File: src/hw/rtl/qcms_pkg.sv
`timescale 1ns / 1ps

package qcms_pkg;

	// Action codes carried by an input transaction.
	typedef enum logic [2:0] {
		ACT_EDGE_A = 3'd0,
		ACT_EDGE_B = 3'd1,
		ACT_SAMPLE = 3'd2,
		ACT_LOAD   = 3'd3,
		ACT_CLEAR  = 3'd4
	} action_t;

	typedef struct packed {
		action_t            action;
		logic               a_level;
		logic               b_level;
		logic        [31:0] timer_value;
		logic signed [31:0] load_value;
	} in_item_t;

	typedef struct packed {
		logic signed [31:0] position_count;
		logic        [31:0] timer_delta;
		logic signed [31:0] count_delta;
		logic               captured;
		logic               sample_pending;
	} out_item_t;

endpackage

File: src/hw/rtl/qcms_update.sv
`timescale 1ns / 1ps

// Next-state and result logic for one transaction. Purely combinational.
module qcms_update import qcms_pkg::*; #(
	parameter int COUNT_BITS = 32,
	parameter int TIMER_BITS = 32
) (
	input  in_item_t              item,
	input  logic [COUNT_BITS-1:0] position,
	input  logic                  pending,
	input  logic [TIMER_BITS-1:0] prev_timer,
	input  logic [COUNT_BITS-1:0] prev_count,
	input  logic [TIMER_BITS-1:0] last_timer_delta,
	input  logic [COUNT_BITS-1:0] last_count_delta,
	output logic [COUNT_BITS-1:0] position_next,
	output logic                  pending_next,
	output logic [TIMER_BITS-1:0] prev_timer_next,
	output logic [COUNT_BITS-1:0] prev_count_next,
	output logic [TIMER_BITS-1:0] last_timer_delta_next,
	output logic [COUNT_BITS-1:0] last_count_delta_next,
	output out_item_t             result
);

	logic [63:0]           load_ext;
	logic [63:0]           tval_ext;
	logic [COUNT_BITS-1:0] edge_pos;
	logic                  down;
	logic                  cap;
	logic [63:0]           pos_out_ext;
	logic [63:0]           td_out_ext;
	logic [63:0]           cd_out_ext;

	assign load_ext = 64'(item.load_value);
	assign tval_ext = 64'(item.timer_value);

	// An edge on B counts in the opposite sense of an edge on A.
	assign down = (item.action == ACT_EDGE_A) ? (item.a_level ^ item.b_level)
	                                          : ~(item.a_level ^ item.b_level);
	assign edge_pos = down ? (position - COUNT_BITS'(1)) : (position + COUNT_BITS'(1));

	always_comb begin
		position_next         = position;
		pending_next          = pending;
		prev_timer_next       = prev_timer;
		prev_count_next       = prev_count;
		last_timer_delta_next = last_timer_delta;
		last_count_delta_next = last_count_delta;
		cap                   = 1'b0;
		unique case (item.action)
			ACT_EDGE_A, ACT_EDGE_B: begin
				position_next = edge_pos;
				if (pending) begin
					last_timer_delta_next = tval_ext[TIMER_BITS-1:0] - prev_timer;
					prev_timer_next       = tval_ext[TIMER_BITS-1:0];
					last_count_delta_next = edge_pos - prev_count;
					prev_count_next       = edge_pos;
					pending_next          = 1'b0;
					cap                   = 1'b1;
				end
			end
			ACT_SAMPLE: begin
				pending_next = 1'b1;
			end
			ACT_LOAD: begin
				position_next = load_ext[COUNT_BITS-1:0];
			end
			ACT_CLEAR: begin
				position_next = '0;
			end
			default: begin
			end
		endcase
	end

	assign pos_out_ext = 64'(signed'(position_next));
	assign td_out_ext  = 64'(last_timer_delta_next);
	assign cd_out_ext  = 64'(signed'(last_count_delta_next));

	always_comb begin
		result.position_count = pos_out_ext[31:0];
		result.timer_delta    = td_out_ext[31:0];
		result.count_delta    = cd_out_ext[31:0];
		result.captured       = cap;
		result.sample_pending = pending_next;
	end

endmodule

File: src/hw/rtl/quadrature_count_mt_speed_capture.sv
`timescale 1ns / 1ps

// Quadrature position counter with M/T speed capture. Each input transaction
// is an encoder edge on A or B, a sample request, a count load or a clear,
// and each one yields exactly one result transaction carrying the position
// after it, the timer and count deltas of the most recent capture, a flag
// that this transaction performed a capture and the pending-sample flag.
// The block accepts one transaction per clock cycle while the output is not
// stalled, and each result passes through the input register and then the
// result register. The rate is set by the state update loop, where the
// counter and capture registers feed back into the update logic. COUNT_BITS
// and TIMER_BITS (8 to 64) set the counter and timer
// widths; the ports stay 32 bits, wider internal values report their low
// 32 bits and narrower counts are sign-extended.
module quadrature_count_mt_speed_capture import qcms_pkg::*; #(
	parameter int COUNT_BITS = 32,
	parameter int TIMER_BITS = 32
) (
	input  logic      clk,
	input  logic      arst_n,
	input  logic      in_valid,
	output logic      in_ready,
	input  in_item_t  in_data,
	output logic      out_valid,
	input  logic      out_ready,
	output out_item_t out_data
);

	// Input register.
	logic      valid_s1;
	in_item_t  item_s1;

	// Result register.
	logic      valid_s2;
	out_item_t result_s2;

	// Counter and capture state.
	logic [COUNT_BITS-1:0] position_q;
	logic                  pending_q;
	logic [TIMER_BITS-1:0] prev_timer_q;
	logic [COUNT_BITS-1:0] prev_count_q;
	logic [TIMER_BITS-1:0] last_timer_delta_q;
	logic [COUNT_BITS-1:0] last_count_delta_q;

	logic [COUNT_BITS-1:0] position_next;
	logic                  pending_next;
	logic [TIMER_BITS-1:0] prev_timer_next;
	logic [COUNT_BITS-1:0] prev_count_next;
	logic [TIMER_BITS-1:0] last_timer_delta_next;
	logic [COUNT_BITS-1:0] last_count_delta_next;
	out_item_t             result_next;

	logic advance;

	// The held transaction moves on whenever the result register is empty
	// or its transaction is being taken in this cycle; a waiting result that
	// is not taken holds the input register full and stalls the input side.
	assign advance  = valid_s1 && (!valid_s2 || out_ready);
	assign in_ready = !valid_s1 || advance;

	qcms_update #(
		.COUNT_BITS (COUNT_BITS),
		.TIMER_BITS (TIMER_BITS)
	) u_update (
		.item                  (item_s1),
		.position              (position_q),
		.pending               (pending_q),
		.prev_timer            (prev_timer_q),
		.prev_count            (prev_count_q),
		.last_timer_delta      (last_timer_delta_q),
		.last_count_delta      (last_count_delta_q),
		.position_next         (position_next),
		.pending_next          (pending_next),
		.prev_timer_next       (prev_timer_next),
		.prev_count_next       (prev_count_next),
		.last_timer_delta_next (last_timer_delta_next),
		.last_count_delta_next (last_count_delta_next),
		.result                (result_next)
	);

	always_ff @(posedge clk or negedge arst_n) begin
		if (!arst_n) begin
			valid_s1 <= 1'b0;
		end else if (in_ready) begin
			valid_s1 <= in_valid;
		end
	end

	always_ff @(posedge clk) begin
		if (in_ready && in_valid) begin
			item_s1 <= in_data;
		end
	end

	// State commits only when the transaction in the input register is
	// handed to the result register, so every transaction updates it once.
	always_ff @(posedge clk or negedge arst_n) begin
		if (!arst_n) begin
			position_q         <= '0;
			pending_q          <= 1'b0;
			prev_timer_q       <= '0;
			prev_count_q       <= '0;
			last_timer_delta_q <= '0;
			last_count_delta_q <= '0;
		end else if (advance) begin
			position_q         <= position_next;
			pending_q          <= pending_next;
			prev_timer_q       <= prev_timer_next;
			prev_count_q       <= prev_count_next;
			last_timer_delta_q <= last_timer_delta_next;
			last_count_delta_q <= last_count_delta_next;
		end
	end

	always_ff @(posedge clk or negedge arst_n) begin
		if (!arst_n) begin
			valid_s2 <= 1'b0;
		end else if (advance) begin
			valid_s2 <= 1'b1;
		end else if (out_ready) begin
			valid_s2 <= 1'b0;
		end
	end

	always_ff @(posedge clk) begin
		if (advance) begin
			result_s2 <= result_next;
		end
	end

	assign out_valid = valid_s2;
	assign out_data  = result_s2;

endmodule
File: config.mk
export PLATFORM = sky130hd
export DESIGN_NAME = quadrature_count_mt_speed_capture
export DESIGN_NICKNAME = d
export VERILOG_FILES = /design/src/hw/rtl/qcms_pkg.sv /design/src/hw/rtl/qcms_update.sv /design/src/hw/rtl/quadrature_count_mt_speed_capture.sv
export SDC_FILE = /design/constraint.sdc
export NUM_CORES = 1
export LEC_CHECK = 0
export BUFFER_PORTS_ARGS = -buffer_cell sky130_fd_sc_hd__buf_2
export CAP_MARGIN = 15
export CORE_MARGIN = 2
export CORE_UTILIZATION = 50
export CTS_CLUSTER_SIZE = 20
export DETAILED_ROUTE_END_ITERATION = 16
export PLACE_DENSITY = 0.68
export SLEW_MARGIN = 20
export SYNTH_ARGS = -nofsm -noshare
export SYNTH_HDL_FRONTEND = slang
export SYNTH_SLANG_ARGS = --single-unit
export TNS_END_PERCENT = 20
File: constraint.sdc
create_clock -name clk -period 8.8 [get_ports clk]
set_input_delay 0 -clock clk [delete_from_list [all_inputs] [get_ports clk]]
set_output_delay 0 -clock clk [all_outputs]
set_load 0.01 [all_outputs]
==> metrics.md <==
| Metric | Value |
|---|---|
| #FFs+latches synth | 330 |
| Clk_lat worst skew | 0.55 ns |
| Int Power | 5.06 mW |
| Total leakage power | 9.30 nW |
| Sequential area share after synthesis | 0.516 |
| Die area | 36800 µm² |
| Via count | 13.6k |
| Clock group share of total power | 0.171 |
| Cells after Synth | 1756 |
| Reg-to-Reg Start | item_s1[67]$_DFFE_PP_ |
| DRC | 0 |
| Post-synth ARST share | 0.494 |
| Core box area | 34600 µm² |
| Peak VDD IR | 0.224 mV |
| Port Buffers | 172 |
| Number of synthesized flops with an enable pin | 167 |
| Final worst path period share | 0.765 |
| Combinational share of power | 0.552 |
| # diodes | 0 |
| Endpoints failing hold | 0 |
| DR pass1 iterations | 6 |
| Largest net degree at the start of global routing | 114 |
| Crit path kind | reg2reg |
| Syn Nets | 1924 |
| Worst-path cell chain | buf_4, or2_1, nor2_1, xnor2_1, inv_1, buf_4, ha_1, and3_4, a221o_1, a31o_1, o21ai_1, o21ai_1, o31a_1, xor2_1, ha_1, and4_1, and3_1, o211ai_1, o211ai_1, a221oi_1, o21ai_1, a221oi_1, xnor3_1, mux2_2 |
| Net Sw Power | 3.86 mW |
| Endpoints failing setup | 0 |
| Cell family with most CP delay | compound AO/OA/AOI/OAI gates |
| CTS tree | built |
| Fin Clk Skew | 0.0157 ns |
| Most common cell after layout, fill and taps aside | nand2_1 |
| H-Tree Depth | 2 |
| Die W | 192 µm |
| Fillers | 2888 |
| TritonCTS sink count | 330 |
| Worst Path Required | 9.09 ns |
| Vias per cell | 5.55 |
| Clock Path Buffers | 3 |
| Max Slew Vio Count | 0 |
| Fin crit period | 6.73 ns |
| Area Growth Syn to Fin | 18.2% |
| Crit-path max FO | 46 |
| GRT overflow | 0 |
| First-pass GRT wire length | 68900 µm |
| Final GP Congestion | 0.860 |
| CP bufs+invs | 3 |
| Total CTS buffers | 36 |
| R2R depth | 24 |
| Commonest non-fill, non-tap cells in the layout | 281 x nand2_1, 231 x o21ai_0, 171 x buf_2 |
| Worst R2R Setup Slack | 2.07 ns |
| Util after Layout | 0.602 |
| Worst-path clk slew | 0.06 ns |
| Multi-input combinational cell area | 7760 µm² |
| Power per cell area | 428 nW/µm² |
| CP peak stage delay | 0.42 ns |
| Nets | 2139 |
| Syn avg cell area | 10.0 µm² |
| # resized after CTS | 0 |
| RSZ-0062 raised after global routing | no |
| Initial drt markers | 1022 |
| IO Pins | 173 |
| Hold Path Class | in2async |
| Synth warn | 0 |
| Starting Density | 0.509 |
| Die Y | 192 µm |
| Most common flop cell mapped by yosys | edfxtp_1 |
| # rows | 68 |
| Worst slew margin | 0.326 |
| Number of global-route vias before repair | 13.1k |
| Total Wirelength | 42700 µm |
| Flop pwr share | 0.278 |
| Routed Antenna Nets | 0 |
| Post-Syn Area | 17600 µm² |
| Reg area | 9090 µm² |
| Postcts setup bufs | 0 |
| Reg2reg end | out_data[33]$_DFFE_PP_ |
| Tot GR Track Use | 0.236 |
| Critical path arrival | 7.03 ns |
| Layout cells sized above 1 | 0.143 |
| Number of max-cap violations | 0 |
| Detailed Place HPWL | 29100 µm |
| Worst slew pin tran | 1.01 ns |
| Crit. End Element | register |
| Top cell by count, worst path | o21ai_1 |
| Fmax | 148 MHz |
| Status | complete, no violations |
| Slowest CP cell | a221oi_1 |
| Initial antenna violation count | 0 |
| TNS Setup | 0 ns |
| Post-synth cell types | 77 |
| Per-cell routed wire length | 17.4 µm |
| Startpoint Class | register |
| Sw frac | 0.433 |
| Root Buffer Master | clkbuf_16 |
routing by layer:
layer,GRT usage,vias up,wire length (µm)
li1,-,6713,-
met1,0.344,6494,20400
met3,0.0327,45,2260
met2,0.370,373,19300
met5,0,-,0
met4,0.0654,0,736
cells in the mapped netlist, drive strengths merged, types with 30 or more instances:
cell | instances | area share
nand2 | 284 | 0.061
o21ai | 248 | 0.070
edfxtp | 167 | 0.28
dfrtp | 163 | 0.23
inv | 130 | 0.028
ha | 92 | 0.065
a21oi | 76 | 0.022
clkbuf | 70 | 0.015
xnor2 | 56 | 0.028
a21o | 53 | 0.023
nor2 | 41 | 0.0087
nand2b | 30 | 0.011
per-stage QoR:
step	instance area, µm²	instances	worst slack (ns)	hold WS (ns)	power, mW
floorplan	17600	1756	2.78	-0.296	6.02
global placement	18900	2313	2.04	0.170	7.23
detailed placement	18900	2313	1.94	0.177	7.33
CTS	20800	2452	1.90	0.133	8.93
global route	20900	2454	1.60	0.156	9.66
finish	20900	2454	2.07	0.119	8.93
power by group through the flow:
stage	sequential, mW	combinational, mW	clock [mW]
global route	2.53	5.51	1.62
global placement	2.48	4.75	0
detailed placement	2.50	4.83	0
floorplan	2.49	3.53	0
finish	2.48	4.92	1.53
CTS	2.48	4.89	1.56
what timing repair did:
item	in CTS	in global routing
hold buffers	73	0
hold endpoints to repair	165	0
setup endpoints to repair	0	0
sequential cells by signal, summed over array words and instances (netlist names):
name / count
item_s1: 69
valid_s1: 1
last_count_delta_q: 32
prev_timer_q: 32
last_timer_delta_q: 32
prev_count_q: 32
out_valid: 1
out_data: 98
pending_q: 1
position_q: 32
worst max-delay path by stage:
stage / startpoint / to / slack, ns / cells past startpoint
finish: item_s1[67]$_DFFE_PP_ / out_data[33]$_DFFE_PP_ / 2.07 / 24
floorplan: item_s1[67]$_DFFE_PP_ / out_data[33]$_DFFE_PP_ / 2.78 / 24
global route: item_s1[67]$_DFFE_PP_ / out_data[33]$_DFFE_PP_ / 1.60 / 24
global placement: item_s1[66]$_DFFE_PP_ / out_data[33]$_DFFE_PP_ / 2.04 / 22
detailed placement: item_s1[66]$_DFFE_PP_ / out_data[33]$_DFFE_PP_ / 1.94 / 22
CTS: item_s1[66]$_DFFE_PP_ / out_data[33]$_DFFE_PP_ / 1.90 / 22
cell families after synthesis:
kind of cell | Yosys count | synth area share
buffers and inverters | 215 | 0.0460
DFF | 330 | 0.516
and+or+nand+nor | 470 | 0.121
xor gates and xnor gates | 84 | 0.0425
muxes | 15 | 0.00958
adders and majority gates | 95 | 0.0687
AOI/OAI and AO/OA | 547 | 0.197
cell type report:
| type | instances | share of cell area |
|---|---|---|
| clock inverter | 22 | 0.00984 |
| clock buffer | 44 | 0.0476 |
| timing repair buffer | 260 | 0.0830 |
| tap | 455 | 0.0273 |
| sequential | 330 | 0.436 |
| multi-input combinational | 1211 | 0.372 |
| inverter | 132 | 0.0239 |
worst reg2reg max path, cell delays in order (launching register included):
cell and delay [ns]:
edfxtp_1 0.32, buf_4 0.39, or2_1 0.33, nor2_1 0.09
xnor2_1 0.29, inv_1 0.07, buf_4 0.26, ha_1 0.42
and3_4 0.19, a221o_1 0.31, a31o_1 0.25, o21ai_1 0.31
o21ai_1 0.16, o31a_1 0.26, xor2_1 0.32, ha_1 0.37
and4_1 0.20, and3_1 0.19, o211ai_1 0.09, o211ai_1 0.19
a221oi_1 0.42, o21ai_1 0.21, a221oi_1 0.32, xnor3_1 0.27
mux2_2 0.27
Note: power is estimated with default switching activity, not from simulation.
